### src/rtl/pfrt_pkg.sv
`default_nettype none

package pfrt_pkg;

  // Table geometry and field widths.
  localparam int TABLE_ENTRIES = 64;
  localparam int PID_W         = 16;
  localparam int PAGE_W        = 36;
  localparam int STAMP_W       = 32;
  localparam int CAP_W         = 7;
  localparam int OCC_W         = 7;
  localparam int IDX_W         = $clog2(TABLE_ENTRIES);
  localparam int CNT_W         = $clog2(TABLE_ENTRIES + 1);
  localparam int CMP_W         = (CAP_W > CNT_W) ? CAP_W : CNT_W;

  localparam logic [CAP_W-1:0] CAP_RESET = CAP_W'(TABLE_ENTRIES);

  // Item operation codes.
  typedef enum logic {
    OP_LOAD = 1'b0,
    OP_END  = 1'b1
  } op_t;

  // Controller states.
  typedef enum logic [1:0] {
    ST_IDLE,
    ST_SWEEP,
    ST_FINISH
  } state_t;

  // Item key broadcast to every cell for the whole sweep.
  typedef struct packed {
    op_t                op;
    logic [PID_W-1:0]   pid;
    logic [PAGE_W-1:0]  page;
    logic [STAMP_W-1:0] stamp;
  } key_t;

  // Search packet handed from cell to cell.
  typedef struct packed {
    logic               hit;
    logic               free_found;
    logic [IDX_W-1:0]   free_idx;
    logic               min_found;
    logic [IDX_W-1:0]   min_idx;
    logic [STAMP_W-1:0] min_stamp;
    logic [PID_W-1:0]   min_pid;
    logic [PAGE_W-1:0]  min_page;
    logic [CNT_W-1:0]   removed;
  } pkt_t;

  // Slot write broadcast at the end of a load that misses.
  typedef struct packed {
    logic               en;
    logic [IDX_W-1:0]   idx;
    logic [PID_W-1:0]   pid;
    logic [PAGE_W-1:0]  page;
    logic [STAMP_W-1:0] stamp;
  } wr_t;

endpackage

`default_nettype wire

### src/rtl/pfrt_cell.sv
`default_nettype none

module pfrt_cell (
  input  wire logic                       clk,
  input  wire logic                       rst_n,
  input  wire logic [pfrt_pkg::IDX_W-1:0] cell_idx,
  input  wire pfrt_pkg::key_t             key,
  input  wire pfrt_pkg::wr_t              wr,
  input  wire logic                       pk_vld_in,
  input  wire pfrt_pkg::pkt_t             pk_in,
  output logic                            pk_vld_out,
  output pfrt_pkg::pkt_t                  pk_out,
  output logic                            slot_vld
);
  import pfrt_pkg::*;

  logic               valid_r, valid_nxt;
  logic [PID_W-1:0]   pid_r;
  logic [PAGE_W-1:0]  page_r;
  logic [STAMP_W-1:0] stamp_r;
  logic               pk_vld_r;
  pkt_t               pk_r, pk_nxt;
  logic               pid_eq;
  logic               page_eq;
  logic               wr_sel;
  logic               flush_me;

  assign pid_eq   = (pid_r == key.pid);
  assign page_eq  = (page_r == key.page);
  assign wr_sel   = wr.en && (wr.idx == cell_idx);
  assign flush_me = pk_vld_in && (key.op == OP_END) && valid_r && pid_eq;

  // Fold this slot into the passing search packet.
  always_comb begin
    pk_nxt = pk_in;
    if (key.op == OP_END) begin
      if (valid_r && pid_eq) begin
        pk_nxt.removed = pk_in.removed + CNT_W'(1);
      end
    end else begin
      if (valid_r && pid_eq && page_eq) begin
        pk_nxt.hit = 1'b1;
      end
      if (!valid_r && !pk_in.free_found) begin
        pk_nxt.free_found = 1'b1;
        pk_nxt.free_idx   = cell_idx;
      end
      // Strict compare keeps the lowest slot on equal stamps.
      if (valid_r && (!pk_in.min_found || (stamp_r < pk_in.min_stamp))) begin
        pk_nxt.min_found = 1'b1;
        pk_nxt.min_idx   = cell_idx;
        pk_nxt.min_stamp = stamp_r;
        pk_nxt.min_pid   = pid_r;
        pk_nxt.min_page  = page_r;
      end
    end
  end

  // The slot is set by a write and cleared when its process ends.
  always_comb begin
    if (wr_sel) begin
      valid_nxt = 1'b1;
    end else if (flush_me) begin
      valid_nxt = 1'b0;
    end else begin
      valid_nxt = valid_r;
    end
  end

  always_ff @(posedge clk) begin
    if (!rst_n) begin
      valid_r  <= 1'b0;
      pk_vld_r <= 1'b0;
    end else begin
      valid_r  <= valid_nxt;
      pk_vld_r <= pk_vld_in;
    end
  end

  // Slot contents and packet payload carry no reset.
  always_ff @(posedge clk) begin
    if (wr_sel) begin
      pid_r   <= wr.pid;
      page_r  <= wr.page;
      stamp_r <= wr.stamp;
    end
    pk_r <= pk_nxt;
  end

  assign pk_vld_out = pk_vld_r;
  assign pk_out     = pk_r;
  assign slot_vld   = valid_r;

endmodule

`default_nettype wire

### config.mk
export PLATFORM = sky130hd
export DESIGN_NAME = pfrt_cell
export DESIGN_NICKNAME = d
export VERILOG_FILES = /design/src/rtl/pfrt_pkg.sv /design/src/rtl/pfrt_cell.sv
export SDC_FILE = /design/constraint.sdc
export NUM_CORES = 1
export LEC_CHECK = 0
export BUFFER_PORTS_ARGS = -buffer_cell sky130_fd_sc_hd__buf_2
export CAP_MARGIN = 20
export CORE_AREA = 2 2 157 159
export CTS_CLUSTER_SIZE = 25
export DETAILED_ROUTE_END_ITERATION = 8
export DIE_AREA = 0 0 159 161
export MAX_ROUTING_LAYER = met4
export PLACE_DENSITY_LB_ADDON = 0.15
export SLEW_MARGIN = 20
export SYNTH_ARGS = -nofsm -noshare
export SYNTH_HDL_FRONTEND = slang
export SYNTH_SLANG_ARGS = --single-unit
### constraint.sdc
create_clock -name clk -period 12.8 [get_ports clk]
set_input_delay 1.28 -clock clk [delete_from_list [all_inputs] [get_ports clk]]
set_output_delay 1.28 -clock clk [all_outputs]
set_load 0.01 [all_outputs]
==> results.toml <==
[logic_synthesis]
syn_nets = 836
synth_seq_cells = 192
async_flop_share = 0
yosysUniqueCellTypes = 35
syn_inst = 513
ys_warn_count = 0
yosysSeqAreaShare = 0.631
netlist_area_um2 = 7420
avgSynthCellArea_um2 = 14.5
synth_edf_count = 84
ys.flop_type = "dfxtp_1"

[clock_tree]
cts_tree = "done"
cts_root_buf = "clkbuf_16"
cts_setup_buffers = 0
hold_buffers = 0
path_clk_slew_ns = 0.08
cts.sinks = 192
cts_buffer_depth = 2
clk_latency_ns = 0.44
cts-resized-gates = 0
htree_num_levels = 4
numCtsBuffers = 17

[grt]
grt_use_total = 0.166
antenna_found_initial = 2
grt_pass1_wl_um = 31100
grt_pass1_vias = 5631
overflow = 0
grt_max_degree = 47

[flow_run]
cap_violations = 0

[cells_and_area]
area_growth_pct = 38.0
multi_input_comb_area_um2 = 2570
final_core_util = 0.427
stdcell_count = 1232
layout-drive-gt1-share = 0.545
fin_nets = 1216
layout_common_cells = "buf_2, dfxtp_1, mux2_2, edfxtp_1, xor2_1"
layout_commonest_cell = "buf_2"
fillCellCount = 2361
seq_area_um2 = 4680

[timing]
grt_setup_unrepaired = "no"
final-setup-viol-count = 0
fmax_ghz = 0.288
period_minus_slack_ns = 3.48
fin_tns_setup_ns = 0
tightest_slew_ns = 0.931
drv_slew = 0
finalHoldViolations = 0
setup_ws_ns = 9.32
finalClockSkew_ns = 0.0129
relSlewSlack = 0.375
hold_slack_ns = 0.494
fin_crit_sh = 0.272

[pwr]
powerDensity_nw_per_um2 = 129
vdd_drop_max_v = 0.0000565
power.leakage_nw = 4.55

[floorplanning]
die_h_um = 161
fp.dieW_um = 159
coreArea_um2 = 24000
floorplan.rows = 57
dieArea_um2 = 25600
start_util = 0.310
ios = 399

[worst_setup_path]
timing.rr.start = "stamp_r[23]"
crit_required_ns = 13.13
reg2reg_slack_ns = 9.88
start_kind = "input pin"
worst-path-max-fanout = 45
r2r_cells = 8
end_kind = "register"
critPathKind = "input pin to register"
cp.arrival_ns = 3.81
timing.rr.end = "pk_out[14]"

[min_path]
hold_end = "pk_out[59]"
hold_depth = 1
worstHoldStart = "stamp_r[0]"
hold_path.class = "register to register"

[placed_design]
numPortBuffers = 366
place.gp.congestion = 0.758
dp_worst_setup_slack_ns = 8.76
dp_hpwl_um = 16000
dp_cells = 1198

[drt]
num_vias = 5300
via_per_inst = 4.30
first_pass_iters = 4
antenna_left = 0
drcViolationCount = 0
wire_per_inst_um = 16.7
drt_iter0_drc = 203
routed_wirelength_um = 20600

[status]
status = "finished clean"
cells by family after synthesis:
logic type                 share of synthesized area
adders and majority gates                     0.0540
and+or+nand+nor                               0.0420
buffers and inverters                         0.0228
muxes                                          0.147
AOI/OAI and AO/OA                             0.0271
xor gates and xnor gates                      0.0755
DFF                                            0.631
critical path, cell delays in order:
cell and delay [ns]:
buf_2 0.09, inv_1 0.04, ha_1 0.31, a21oi_1 0.16
nand2_1 0.07, a221oi_1 0.40, o211ai_1 0.19, a22oi_2 0.23
buf_4 0.56, mux2_2 0.43
stage by stage:
stage,total power [mW],instance area (µm²)
after global placement,0.802,9650
final,1.32,10200
after floorplan,0.731,7420
after CTS,1.34,10200
after global routing,1.38,10200
after detailed placement,0.803,9650
report_power, final:
group | switching [mW] | internal (mW) | leakage (nW)
registers | 0.00589 | 0.661 | 1.67
logic | 0.0533 | 0.0669 | 2.59
clock network | 0.267 | 0.266 | 0.288
routing by layer:
metal  routed length, µm  track usage
met5                   0            -
met2               10200        0.277
met3                1260       0.0470
met1                8830        0.197
met4                 316       0.0483
synthesized netlist by cell type, types with 6 or more instances:
master,number,share of area
a21oi_1,9,0.0061
buf_2,9,0.0061
dfxtp_1,108,0.29
edfxtp_1,84,0.34
ha_1,32,0.054
inv_1,33,0.017
mux2_1,8,0.012
mux2_2,89,0.14
nand2_1,9,0.0046
nand3_1,9,0.0061
nand4_1,9,0.0076
nor4_1,12,0.010
o21ai_0,6,0.0040
xnor2_1,28,0.033
xor2_1,36,0.042
worst max-delay path by stage:
stage                     start    endpoint  depth (start not counted)
detailed placement    pk_in[89]  pk_out[14]                         10
floorplan           cell_idx[5]   page_r[0]                          2
CTS                   pk_in[89]  pk_out[14]                         10
global placement      pk_in[89]  pk_out[14]                         10
finish                pk_in[89]  pk_out[14]                         10
global route          pk_in[80]  pk_out[14]                         10
sequential cells by signal, indices dropped and copies added, names as in the netlist:
name / flops
page_r: 36
pid_r: 16
pk_out: 106
pk_vld_out: 1
slot_vld: 1
stamp_r: 32
cell type report:
| type | instances | share of cell area |
|---|---|---|
| inverter | 33 | 0.0121 |
| multi-input combinational | 279 | 0.251 |
| timing repair buffer | 370 | 0.182 |
| antenna | 2 | 0.000489 |
| clock buffer | 18 | 0.0429 |
| sequential | 192 | 0.458 |
| clock inverter | 14 | 0.0143 |
| tap | 324 | 0.0396 |
Power figures use the tool's default switching activity.
